## src/rtl/sha1_message_digest_unit_macros.svh

```systemverilog
// ----------------------------------------------------------------------------
// sha1 message digest unit - assertion macros
// concurrent checks on the sequencer and the round unit, off for synthesis
// ----------------------------------------------------------------------------
`ifndef SHA1_MESSAGE_DIGEST_UNIT_MACROS_SVH
`define SHA1_MESSAGE_DIGEST_UNIT_MACROS_SVH
`ifndef SYNTHESIS
// same-cycle implication
`define SHA1MD_ASSERT_IMPLY(label, clk, rst, cond, expr) \
   label: assert property (@(posedge clk) disable iff (rst) (cond) |-> (expr)) \
      else $error("sha1md: same-cycle check failed");
// next-cycle implication
`define SHA1MD_ASSERT_NEXT(label, clk, rst, cond, expr) \
   label: assert property (@(posedge clk) disable iff (rst) (cond) |=> (expr)) \
      else $error("sha1md: next-cycle check failed");
`else
`define SHA1MD_ASSERT_IMPLY(label, clk, rst, cond, expr)
`define SHA1MD_ASSERT_NEXT(label, clk, rst, cond, expr)
`endif
`endif

```

## src/rtl/sha1md_pkg.sv

```systemverilog
// ----------------------------------------------------------------------------
// sha1md_pkg
// shared types, constants and round functions of the sha1 digest unit
// ----------------------------------------------------------------------------
`default_nettype none

package sha1md_pkg;

   // five 32-bit words, word 0 in the lowest bits
   typedef logic [4:0][31:0] sha1md_words_type;

   typedef enum logic [2:0] {
      ST_IDLE,
      ST_BYTES,
      ST_PAD_MARK,
      ST_PAD_ZERO,
      ST_PAD_LEN,
      ST_COMPRESS,
      ST_OUTPUT
   } sha1md_state_type;

   typedef enum logic [1:0] {
      RU_IDLE,
      RU_ROUND,
      RU_ADD
   } sha1md_ru_state_type;

   typedef struct packed {
      logic push;
      logic start;
      logic init;
   } sha1md_ctrl_type;

   typedef struct packed {
      logic busy;
      logic done;
   } sha1md_status_type;

   localparam sha1md_words_type IV = {
      32'hC3D2E1F0, 32'h10325476, 32'h98BADCFE, 32'hEFCDAB89, 32'h67452301
   };

   localparam logic [31:0] K_PHASE0 = 32'h5A827999;
   localparam logic [31:0] K_PHASE1 = 32'h6ED9EBA1;
   localparam logic [31:0] K_PHASE2 = 32'h8F1BBCDC;
   localparam logic [31:0] K_PHASE3 = 32'hCA62C1D6;

   localparam logic [6:0] PHASE1_ROUND = 7'd20;
   localparam logic [6:0] PHASE2_ROUND = 7'd40;
   localparam logic [6:0] PHASE3_ROUND = 7'd60;
   localparam logic [6:0] LAST_ROUND   = 7'd79;

   localparam logic [7:0] PAD_MARK_BYTE = 8'h80;
   localparam logic [5:0] LEN_START_POS = 6'd56;
   localparam logic [5:0] LAST_POS      = 6'd63;
   localparam logic [5:0] LAST_WORD_POS = 6'd60;
   localparam logic [2:0] WORD_BYTES    = 3'd4;
   localparam logic [2:0] LEN_LAST_IDX  = 3'd7;

   function automatic logic [31:0] sha1md_f(input logic [6:0] round,
                                            input logic [31:0] b,
                                            input logic [31:0] c,
                                            input logic [31:0] d);
      logic [31:0] f;
      if (round < PHASE1_ROUND) begin
         f = d ^ (b & (c ^ d));
      end else if (round < PHASE2_ROUND) begin
         f = b ^ c ^ d;
      end else if (round < PHASE3_ROUND) begin
         f = (b & c) | (d & (b | c));
      end else begin
         f = b ^ c ^ d;
      end
      return f;
   endfunction

   function automatic logic [31:0] sha1md_k(input logic [6:0] round);
      logic [31:0] k;
      if (round < PHASE1_ROUND) begin
         k = K_PHASE0;
      end else if (round < PHASE2_ROUND) begin
         k = K_PHASE1;
      end else if (round < PHASE3_ROUND) begin
         k = K_PHASE2;
      end else begin
         k = K_PHASE3;
      end
      return k;
   endfunction

endpackage

`default_nettype wire

```

## src/rtl/sha1md_round.sv

```systemverilog
// ----------------------------------------------------------------------------
// sha1md_round
// chaining words, 16-word schedule window and one sha1 round per cycle
// ----------------------------------------------------------------------------
`default_nettype none

module sha1md_round (
   input  wire logic                         clock,
   input  wire logic                         reset,
   input  wire sha1md_pkg::sha1md_ctrl_type  ctrl,
   input  wire logic [31:0]                  push_word,
   output sha1md_pkg::sha1md_status_type     status,
   output sha1md_pkg::sha1md_words_type      digest
);

   sha1md_pkg::sha1md_ru_state_type state_ff, state_in;
   logic [6:0]                      round_ff, round_in;
   logic [31:0]                     a_ff, b_ff, c_ff, d_ff, e_ff;
   logic [31:0]                     a_in, b_in, c_in, d_in, e_in;
   logic [31:0]                     w_ff [16];
   logic [31:0]                     w_in [16];
   sha1md_pkg::sha1md_words_type    h_ff, h_in;
   logic [31:0]                     round_sum;
   logic [31:0]                     sched_mix;

   assign round_sum = {a_ff[26:0], a_ff[31:27]}
                    + sha1md_pkg::sha1md_f(round_ff, b_ff, c_ff, d_ff)
                    + e_ff + sha1md_pkg::sha1md_k(round_ff) + w_ff[0];
   assign sched_mix = w_ff[13] ^ w_ff[8] ^ w_ff[2] ^ w_ff[0];

   assign status.busy = (state_ff != sha1md_pkg::RU_IDLE);
   assign status.done = (state_ff == sha1md_pkg::RU_ADD);
   assign digest      = h_ff;

   always_comb begin
      state_in = state_ff;
      round_in = round_ff;
      a_in     = a_ff;
      b_in     = b_ff;
      c_in     = c_ff;
      d_in     = d_ff;
      e_in     = e_ff;
      h_in     = h_ff;
      w_in     = w_ff;
      unique case (state_ff)
         sha1md_pkg::RU_IDLE: begin
            if (ctrl.push) begin
               for (int i = 0; i < 15; i++) begin
                  w_in[i] = w_ff[i+1];
               end
               w_in[15] = push_word;
            end
            if (ctrl.init) begin
               h_in = sha1md_pkg::IV;
            end
            if (ctrl.start) begin
               a_in     = h_ff[0];
               b_in     = h_ff[1];
               c_in     = h_ff[2];
               d_in     = h_ff[3];
               e_in     = h_ff[4];
               round_in = '0;
               state_in = sha1md_pkg::RU_ROUND;
            end
         end
         sha1md_pkg::RU_ROUND: begin
            a_in = round_sum;
            b_in = a_ff;
            c_in = {b_ff[1:0], b_ff[31:2]};
            d_in = c_ff;
            e_in = d_ff;
            // window slides by one, next schedule word enters at the top
            for (int i = 0; i < 15; i++) begin
               w_in[i] = w_ff[i+1];
            end
            w_in[15] = {sched_mix[30:0], sched_mix[31]};
            round_in = round_ff + 7'd1;
            if (round_ff == sha1md_pkg::LAST_ROUND) begin
               state_in = sha1md_pkg::RU_ADD;
            end
         end
         sha1md_pkg::RU_ADD: begin
            h_in[0]  = h_ff[0] + a_ff;
            h_in[1]  = h_ff[1] + b_ff;
            h_in[2]  = h_ff[2] + c_ff;
            h_in[3]  = h_ff[3] + d_ff;
            h_in[4]  = h_ff[4] + e_ff;
            state_in = sha1md_pkg::RU_IDLE;
         end
         default: begin
            state_in = sha1md_pkg::RU_IDLE;
         end
      endcase
   end

   always_ff @(posedge clock) begin
      if (reset) begin
         state_ff <= sha1md_pkg::RU_IDLE;
         round_ff <= '0;
         h_ff     <= sha1md_pkg::IV;
      end else begin
         state_ff <= state_in;
         round_ff <= round_in;
         h_ff     <= h_in;
      end
   end

   always_ff @(posedge clock) begin
      a_ff <= a_in;
      b_ff <= b_in;
      c_ff <= c_in;
      d_ff <= d_in;
      e_ff <= e_in;
      w_ff <= w_in;
   end

endmodule

`default_nettype wire

```

## src/rtl/sha1_message_digest_unit.sv

```systemverilog
// ----------------------------------------------------------------------------
// sha1_message_digest_unit
// sha1 over a byte message fed as big-endian words, one digest per message
// ----------------------------------------------------------------------------
// A word with four bytes that lands on a word boundary of the current 64-byte
// block is pushed whole as it is accepted; any other word is packed one byte
// per cycle after its accept cycle, while no block compression holds it. Each
// full block runs through a single shared round unit, one round per cycle: the
// sequencer stalls for the 80 rounds and the chaining add of each block, and
// takes no new word until they are done. The final word is followed by
// byte-serial padding and one or two block compressions before the digest
// appears on the result side; the next message may be accepted while that
// digest still waits to be taken. No clearing pass is needed after reset.
`default_nettype none

`include "sha1_message_digest_unit_macros.svh"

module sha1_message_digest_unit (
   input  wire logic         clock,
   input  wire logic         reset,
   input  wire logic         req_tvalid,
   output logic              req_tready,
   // [31:0] message_word, [34:32] byte_count_valid, [39:35] zero
   input  wire logic [39:0]  req_tdata,
   input  wire logic         req_tlast,
   output logic              rsp_tvalid,
   input  wire logic         rsp_tready,
   // [31:0] digest_h0, [63:32] digest_h1, [95:64] digest_h2,
   // [127:96] digest_h3, [159:128] digest_h4
   output logic [159:0]      rsp_tdata
);

   sha1md_pkg::sha1md_state_type  state_ff, state_in;
   sha1md_pkg::sha1md_state_type  ret_ff, ret_in;
   sha1md_pkg::sha1md_state_type  after_put;
   logic [5:0]                    pos_ff, pos_in;
   logic [60:0]                   msg_ff, msg_in;
   logic [2:0]                    idx_ff, idx_in;
   logic [2:0]                    count_ff, count_in;
   logic                          last_ff, last_in;
   logic [31:0]                   word_ff, word_in;
   logic [23:0]                   partial_ff, partial_in;
   logic                          rsp_valid_ff, rsp_valid_in;
   sha1md_pkg::sha1md_words_type  digest_ff, digest_in;

   sha1md_pkg::sha1md_ctrl_type   ru_ctrl;
   sha1md_pkg::sha1md_status_type ru_status;
   sha1md_pkg::sha1md_words_type  ru_digest;
   logic [31:0]                   push_word;

   logic [31:0]                   req_word;
   logic [2:0]                    req_count;
   logic [2:0]                    req_clamped;
   logic [63:0]                   len_bits;
   logic                          put_valid;
   logic [7:0]                    put_data;

   assign req_word    = req_tdata[31:0];
   assign req_count   = req_tdata[34:32];
   assign req_clamped = (req_count > sha1md_pkg::WORD_BYTES) ? sha1md_pkg::WORD_BYTES
                                                             : req_count;
   assign len_bits    = {msg_ff, 3'b000};

   assign req_tready  = (state_ff == sha1md_pkg::ST_IDLE);
   assign rsp_tvalid  = rsp_valid_ff;
   assign rsp_tdata   = digest_ff;

   sha1md_round u_round (
      .clock     (clock),
      .reset     (reset),
      .ctrl      (ru_ctrl),
      .push_word (push_word),
      .status    (ru_status),
      .digest    (ru_digest)
   );

   always_comb begin
      state_in     = state_ff;
      ret_in       = ret_ff;
      pos_in       = pos_ff;
      msg_in       = msg_ff;
      idx_in       = idx_ff;
      count_in     = count_ff;
      last_in      = last_ff;
      word_in      = word_ff;
      partial_in   = partial_ff;
      rsp_valid_in = rsp_valid_ff;
      digest_in    = digest_ff;
      ru_ctrl      = '0;
      push_word    = '0;
      put_valid    = 1'b0;
      put_data     = 8'h00;
      after_put    = state_ff;

      if (rsp_valid_ff && rsp_tready) begin
         rsp_valid_in = 1'b0;
      end

      unique case (state_ff)
         sha1md_pkg::ST_IDLE: begin
            if (req_tvalid) begin
               last_in  = req_tlast;
               word_in  = req_word;
               count_in = req_clamped;
               idx_in   = '0;
               after_put = req_tlast ? sha1md_pkg::ST_PAD_MARK : sha1md_pkg::ST_IDLE;
               if ((req_clamped == sha1md_pkg::WORD_BYTES) && (pos_ff[1:0] == 2'b00)) begin
                  // aligned full word goes straight into the window
                  ru_ctrl.push = 1'b1;
                  push_word    = req_word;
                  pos_in       = pos_ff + 6'd4;
                  msg_in       = msg_ff + 61'd4;
                  if (pos_ff == sha1md_pkg::LAST_WORD_POS) begin
                     ru_ctrl.start = 1'b1;
                     ret_in        = after_put;
                     state_in      = sha1md_pkg::ST_COMPRESS;
                  end else begin
                     state_in = after_put;
                  end
               end else if (req_clamped == 3'd0) begin
                  state_in = after_put;
               end else begin
                  state_in = sha1md_pkg::ST_BYTES;
               end
            end
         end
         sha1md_pkg::ST_BYTES: begin
            put_valid = 1'b1;
            put_data  = word_ff[{~idx_ff[1:0], 3'b000} +: 8];
            msg_in    = msg_ff + 61'd1;
            idx_in    = idx_ff + 3'd1;
            if ((idx_ff + 3'd1) == count_ff) begin
               after_put = last_ff ? sha1md_pkg::ST_PAD_MARK : sha1md_pkg::ST_IDLE;
            end else begin
               after_put = sha1md_pkg::ST_BYTES;
            end
         end
         sha1md_pkg::ST_PAD_MARK: begin
            put_valid = 1'b1;
            put_data  = sha1md_pkg::PAD_MARK_BYTE;
            idx_in    = '0;
            after_put = ((pos_ff + 6'd1) == sha1md_pkg::LEN_START_POS) ? sha1md_pkg::ST_PAD_LEN
                                                                       : sha1md_pkg::ST_PAD_ZERO;
         end
         sha1md_pkg::ST_PAD_ZERO: begin
            put_valid = 1'b1;
            put_data  = 8'h00;
            idx_in    = '0;
            after_put = ((pos_ff + 6'd1) == sha1md_pkg::LEN_START_POS) ? sha1md_pkg::ST_PAD_LEN
                                                                       : sha1md_pkg::ST_PAD_ZERO;
         end
         sha1md_pkg::ST_PAD_LEN: begin
            // bit length, most significant byte first
            put_valid = 1'b1;
            put_data  = len_bits[{~idx_ff, 3'b000} +: 8];
            idx_in    = idx_ff + 3'd1;
            after_put = (idx_ff == sha1md_pkg::LEN_LAST_IDX) ? sha1md_pkg::ST_OUTPUT
                                                             : sha1md_pkg::ST_PAD_LEN;
         end
         sha1md_pkg::ST_COMPRESS: begin
            if (ru_status.done) begin
               state_in = ret_ff;
            end
         end
         sha1md_pkg::ST_OUTPUT: begin
            if (!rsp_valid_ff || rsp_tready) begin
               rsp_valid_in = 1'b1;
               digest_in    = ru_digest;
               ru_ctrl.init = 1'b1;
               msg_in       = '0;
               pos_in       = '0;
               state_in     = sha1md_pkg::ST_IDLE;
            end
         end
         default: begin
            state_in = sha1md_pkg::ST_IDLE;
         end
      endcase

      // byte-wise packing into the current block
      if (put_valid) begin
         partial_in = {partial_ff[15:0], put_data};
         pos_in     = pos_ff + 6'd1;
         if (pos_ff[1:0] == 2'b11) begin
            ru_ctrl.push = 1'b1;
            push_word    = {partial_ff, put_data};
         end
         if (pos_ff == sha1md_pkg::LAST_POS) begin
            ru_ctrl.start = 1'b1;
            ret_in        = after_put;
            state_in      = sha1md_pkg::ST_COMPRESS;
         end else begin
            state_in = after_put;
         end
      end
   end

   always_ff @(posedge clock) begin
      if (reset) begin
         state_ff     <= sha1md_pkg::ST_IDLE;
         ret_ff       <= sha1md_pkg::ST_IDLE;
         pos_ff       <= '0;
         msg_ff       <= '0;
         idx_ff       <= '0;
         count_ff     <= '0;
         last_ff      <= 1'b0;
         rsp_valid_ff <= 1'b0;
      end else begin
         state_ff     <= state_in;
         ret_ff       <= ret_in;
         pos_ff       <= pos_in;
         msg_ff       <= msg_in;
         idx_ff       <= idx_in;
         count_ff     <= count_in;
         last_ff      <= last_in;
         rsp_valid_ff <= rsp_valid_in;
      end
   end

   always_ff @(posedge clock) begin
      word_ff    <= word_in;
      partial_ff <= partial_in;
      digest_ff  <= digest_in;
   end

   `SHA1MD_ASSERT_IMPLY(a_ready_round_idle, clock, reset, req_tready, !ru_status.busy)
   `SHA1MD_ASSERT_IMPLY(a_output_block_aligned, clock, reset,
                        state_ff == sha1md_pkg::ST_OUTPUT, pos_ff == 6'd0)
   `SHA1MD_ASSERT_IMPLY(a_start_when_idle, clock, reset, ru_ctrl.start, !ru_status.busy)
   `SHA1MD_ASSERT_NEXT(a_start_runs, clock, reset, ru_ctrl.start, ru_status.busy)

endmodule

`default_nettype wire
```

## config.mk

```make
export PLATFORM = sky130hd
export DESIGN_NAME = sha1_message_digest_unit
export DESIGN_NICKNAME = d
export VERILOG_FILES = /design/src/rtl/sha1md_pkg.sv /design/src/rtl/sha1md_round.sv /design/src/rtl/sha1_message_digest_unit.sv
export VERILOG_INCLUDE_DIRS = /design/src /design/src/rtl
export SDC_FILE = /design/constraint.sdc
export NUM_CORES = 2
export LEC_CHECK = 0
export BUFFER_PORTS_ARGS = -buffer_cell sky130_fd_sc_hd__buf_2
export CAP_MARGIN = 20
export CORE_ASPECT_RATIO = 0.75
export CORE_MARGIN = 1.5
export CORE_UTILIZATION = 45
export CTS_CLUSTER_DIAMETER = 200
export CTS_CLUSTER_SIZE = 12
export DETAILED_ROUTE_END_ITERATION = 7
export PLACE_DENSITY = 0.69
export SLEW_MARGIN = 20
export SYNTH_ARGS = -nofsm -noshare
export SYNTH_HDL_FRONTEND = slang
export SYNTH_HIERARCHICAL = 1
export SYNTH_SLANG_ARGS = --single-unit
```

## constraint.sdc

```tcl
create_clock -name clock -period 41.3 [get_ports clock]
set_input_delay 2.065 -clock clock [delete_from_list [all_inputs] [get_ports clock]]
set_output_delay 2.065 -clock clock [all_outputs]
set_load 0.005 [all_outputs]
```

Yosys cells after proc, flatten, opt, wreduce, memory -nomap -nowiden

Cells that the tools add are included.

Register bits: 1138
Input port bits: 45
Output and inout bits: 162
Word-level logic and storage cells: 210

$add $sub $neg: 15
$lt $le $gt $ge: 4
Equal/unequal tests: 28
Shift operators: 2
Mux-type cells: 78
Bitwise gates (word level): 14
Reduce and logical (&&, ||, !) cells: 26

Operator list:

| kind                  | number |
|---|---|
| $pmux 512 s2          | 1 |
| $mux 512              | 1 |
| $mux 32               | 15 |
| $pmux 160 s2          | 1 |
| $pmux 32 s2           | 5 |
| $add 32x32->32        | 9 |
| $xor 32x32->32        | 7 |
| $mux 61               | 3 |
| $pmux 61 s3           | 1 |
| $mux 160              | 1 |
| $and 32x32->32        | 3 |
| $or 32x32->32         | 2 |
| $shiftx 64x7->8       | 1 |
| $add 61x1->61 const B | 1 |
| $add 61x3->61 const B | 1 |
| $mux 3                | 17 |
| $shiftx 32x6->8       | 1 |
| $mux 31               | 1 |
| $mux 6                | 4 |
| $pmux 3 s4            | 2 |
| $pmux 8 s3            | 1 |
| $mux 2                | 11 |
| $eq 6x6->1 const B    | 3 |
| $eq 3x3->1 const B    | 5 |
| other kinds (37)      | 70 |

Depth between registers and ports, before layout

Word-level depth: 11
Mapped depth: 25
Mapped depth without buffers: 22

Hierarchy

Netlist, hierarchy kept.

By module, submodules not included:

| module                   | instances | cells an instance | area an instance (um^2) | sequential area each (um^2) |
|---|---|---|---|---|
| sha1md_round             | 1         | 3551              | 41579.9                 | 23562.6 |
| sha1_message_digest_unit | 1         | 1059              | 12916.1                 | 8107.8 |

Worst setup path after synthesis

Ideal clock, no wire load.

Path type: input -> register
Start: input port req_tvalid
End: register u_round/w_ff[0] (netlist name) (enable)
Setup time: 1.397 ns
Arrival time: 24.678 ns
Required time: 39.903 ns
Path slack: 15.225 ns
Cell stages on the path: 7
Buffers on the path: 1
Cell sequence: or4b_1 > clkbuf_1 > inv_2 > nand3_1 > nand2_1 > nor2_1 > nor2_1

RTL lines:

| item                 | RTL line                       | RTL |
|---|---|---|
| from (decl)          | sha1_message_digest_unit.sv:21 | `input wire logic req_tvalid,` |
| to (signal assigned) | sha1md_round.sv:114            | `w_ff <= w_in;` |
| to (decl)            | sha1md_round.sv:20             | `logic [31:0] w_ff [16];` |

==> flow_metrics.tcl <==
set metrics [dict create \
    run_status "finished, final reports clean" \
    core_area_um2 120000 \
    vias 37330 \
    worstPathMaxFanout 83 \
    drive_above_1_share_pct 9.467 \
    holdWs_ns 0.3654 \
    syn_avg_cell_area_um2 11.82 \
    die_w_um 404.8 \
    final_util_pct 50.31 \
    cts_resized 0 \
    antenna_found_initial 8 \
    num_rows 110 \
    syn_to_final_growth_pct 10.80 \
    initial_core_util_pct 45.40 \
    hold_viol 0 \
    crit_family "buffers and inverters" \
    nets 5158 \
    skew_ns 0.05929 \
    port_buffers 201 \
    ir_worst_vdd_v 0.00003689 \
    synthCells 4609 \
    routedWlPerCell_um 23.20 \
    grt.total_usage_pct 24.28 \
    root_buffer "clkbuf_16" \
    power_density_nw_per_um2 48.36 \
    post-cts-setup-buffer-count 0 \
    clk_pin_slew_worst_paths_ns 0.07 \
    fmax_mhz 134.4 \
    fin_crit_ns 7.438 \
    end_kind "flip-flop" \
    p_leak_uw 0.02230 \
    cp.required_ns 41.64 \
    fin_cells 6506 \
    grt_pass1_wl_um 224600 \
    drv_cap 0 \
    drc 0 \
    crit_type "in2reg" \
    cts_tree "built" \
    final_common_cell "edfxtp_1" \
    htree_levels 3 \
    syn_area_um2 54490 \
    num-fill-cells 10609 \
    place.gp.congestion 0.9437 \
    dp.cells 6307 \
    syn_nets 4978 \
    cpPeakStageDelay_ns 0.90 \
    cts_sinks 1138 \
    dr.pass1.iters 6 \
    grt_pass1_vias 35373 \
    grt-ovfl-total 0 \
    setup_viol 0 \
    grt_start_max_net_pins 199 \
    clk_latency_ns 0.74 \
    dieArea_um2 123200 \
    rsz0062_at_grt "no" \
    routed_wl_um 150900 \
    worstPathCellList "buf_2 > or4b_1 > inv_2 > nand3_1 > nand2_1 > nor2_1 > nor2_4 > buf_4 > buf_4 > buf_4 > buf_4" \
    tightest_slew_ns 1.095 \
    cp_slowest_cell "buf_4" \
    drt-initial-drc-count 3899 \
    synth_warnings 6 \
    slew_viol_final 0 \
    postCtsHoldBufs 0 \
    fin_crit_sh_pct 18.01 \
    slew_headroom_pct 27.01 \
    detail-route-antenna-nets 0 \
    die_h_um 304.4 \
    arrival_ns 7.78 \
    holdCritPathClass "reg2reg" \
    num_io_pins 207 \
    dp_hpwl_um 106200 \
    worst_path_most_repeated_cell "buf_4" \
    clock_path_buffers 3 \
    crit_buf_inv 6 \
    final_cell_mix "edfxtp_1 (888), nand2_1 (628), nor2_1 (275)" \
    fin_setup_tns_ns 0 \
    cp-start-kind "input port" \
    cts_made_buffers 104 \
    detail_route.vias_per_cell 5.738 \
]
[routing by layer]
metal	global-route usage [%]	part of all wire, %
met4	6.811	2.8
met3	5.975	9.2
met2	35.80	43
met1	35.50	45
met5	0	0.023
[report_power, final]
part           switching [µW]  internal, µW
combinational             346           162
sequential               60.7          1440
clock                     431           481
total                     838          2080
[sequential cells by signal, summed over array words and instances, names as in the netlist]
signal	cells
u_round/e_ff	32
u_round/a_ff	32
count_ff	3
u_round/c_ff	32
u_round/d_ff	32
u_round/digest	160
ret_ff	3
last_ff	1
partial_ff	24
idx_ff	3
pos_ff	6
u_round/state_ff	2
u_round/b_ff	32
rsp_tvalid	1
state_ff	3
msg_ff	61
word_ff	32
u_round/round_ff	7
rsp_tdata	160
u_round/w_ff	512
[final cells by class]
| type | count | area [µm²] | area share, % |
|---|---|---|---|
| flip-flops and latches | 1138 | 31670 | 52.46 |
| multi-input cells | 3067 | 21330 | 35.33 |
| clock buffers | 190 | 2935 | 4.861 |
| well taps | 1624 | 2032 | 3.365 |
| repair buffers | 245 | 1359 | 2.250 |
| inverters | 233 | 884.6 | 1.465 |
| clock inverters | 7 | 157.7 | 0.2611 |
| diodes | 2 | 5.005 | 0.008289 |
[path summary, 6_finish.rpt]
path         cells after the start                              from                           to  slack [ns]
min                              0       u_round/w_ff[456]$_DFFE_PP_  u_round/w_ff[488]$_DFFE_PP_        0.37
max reg2reg                     20  u_round/round_ff[4]$_SDFFE_PP0P_   u_round/a_ff[30]$_DFFE_PP_       34.57
max                             11                        req_tvalid  u_round/w_ff[180]$_DFFE_PP_       33.86
min reg2reg                      0       u_round/w_ff[456]$_DFFE_PP_  u_round/w_ff[488]$_DFFE_PP_        0.37
[metrics by stage]
stage | total power (µW) | setup WS, ns | instance area [µm²]
6_report | 2920 | 33.86 | 60380
5_1_grt | 3054 | 33.44 | 60380
4_1_cts | 2940 | 33.82 | 60370
3_5_place_dp | 2026 | 32.99 | 57280
3_3_place_gp | 2013 | 33.11 | 57280
2_1_floorplan | 1972 | 15.22 | 54490
[worst reg2reg max path: stages, from the launching register on]
cell and delay [ns]:
dfxtp_1 0.52, o21ai_0 0.17, or3_1 0.36, inv_1 0.07, buf_4 0.31, nor2_1 0.20
buf_4 0.28, a221oi_1 0.57, fa_1 0.54, fa_1 0.46, inv_1 0.08, ha_1 0.24
a211oi_1 0.28, nor2_1 0.12, o31ai_1 0.49, a2111oi_0 0.34, o31ai_1 0.44, nand2b_1 0.19
a21oi_1 0.32, o31ai_1 0.15, o311ai_0 0.38
No activity file was read; power rests on OpenSTA's default activity.
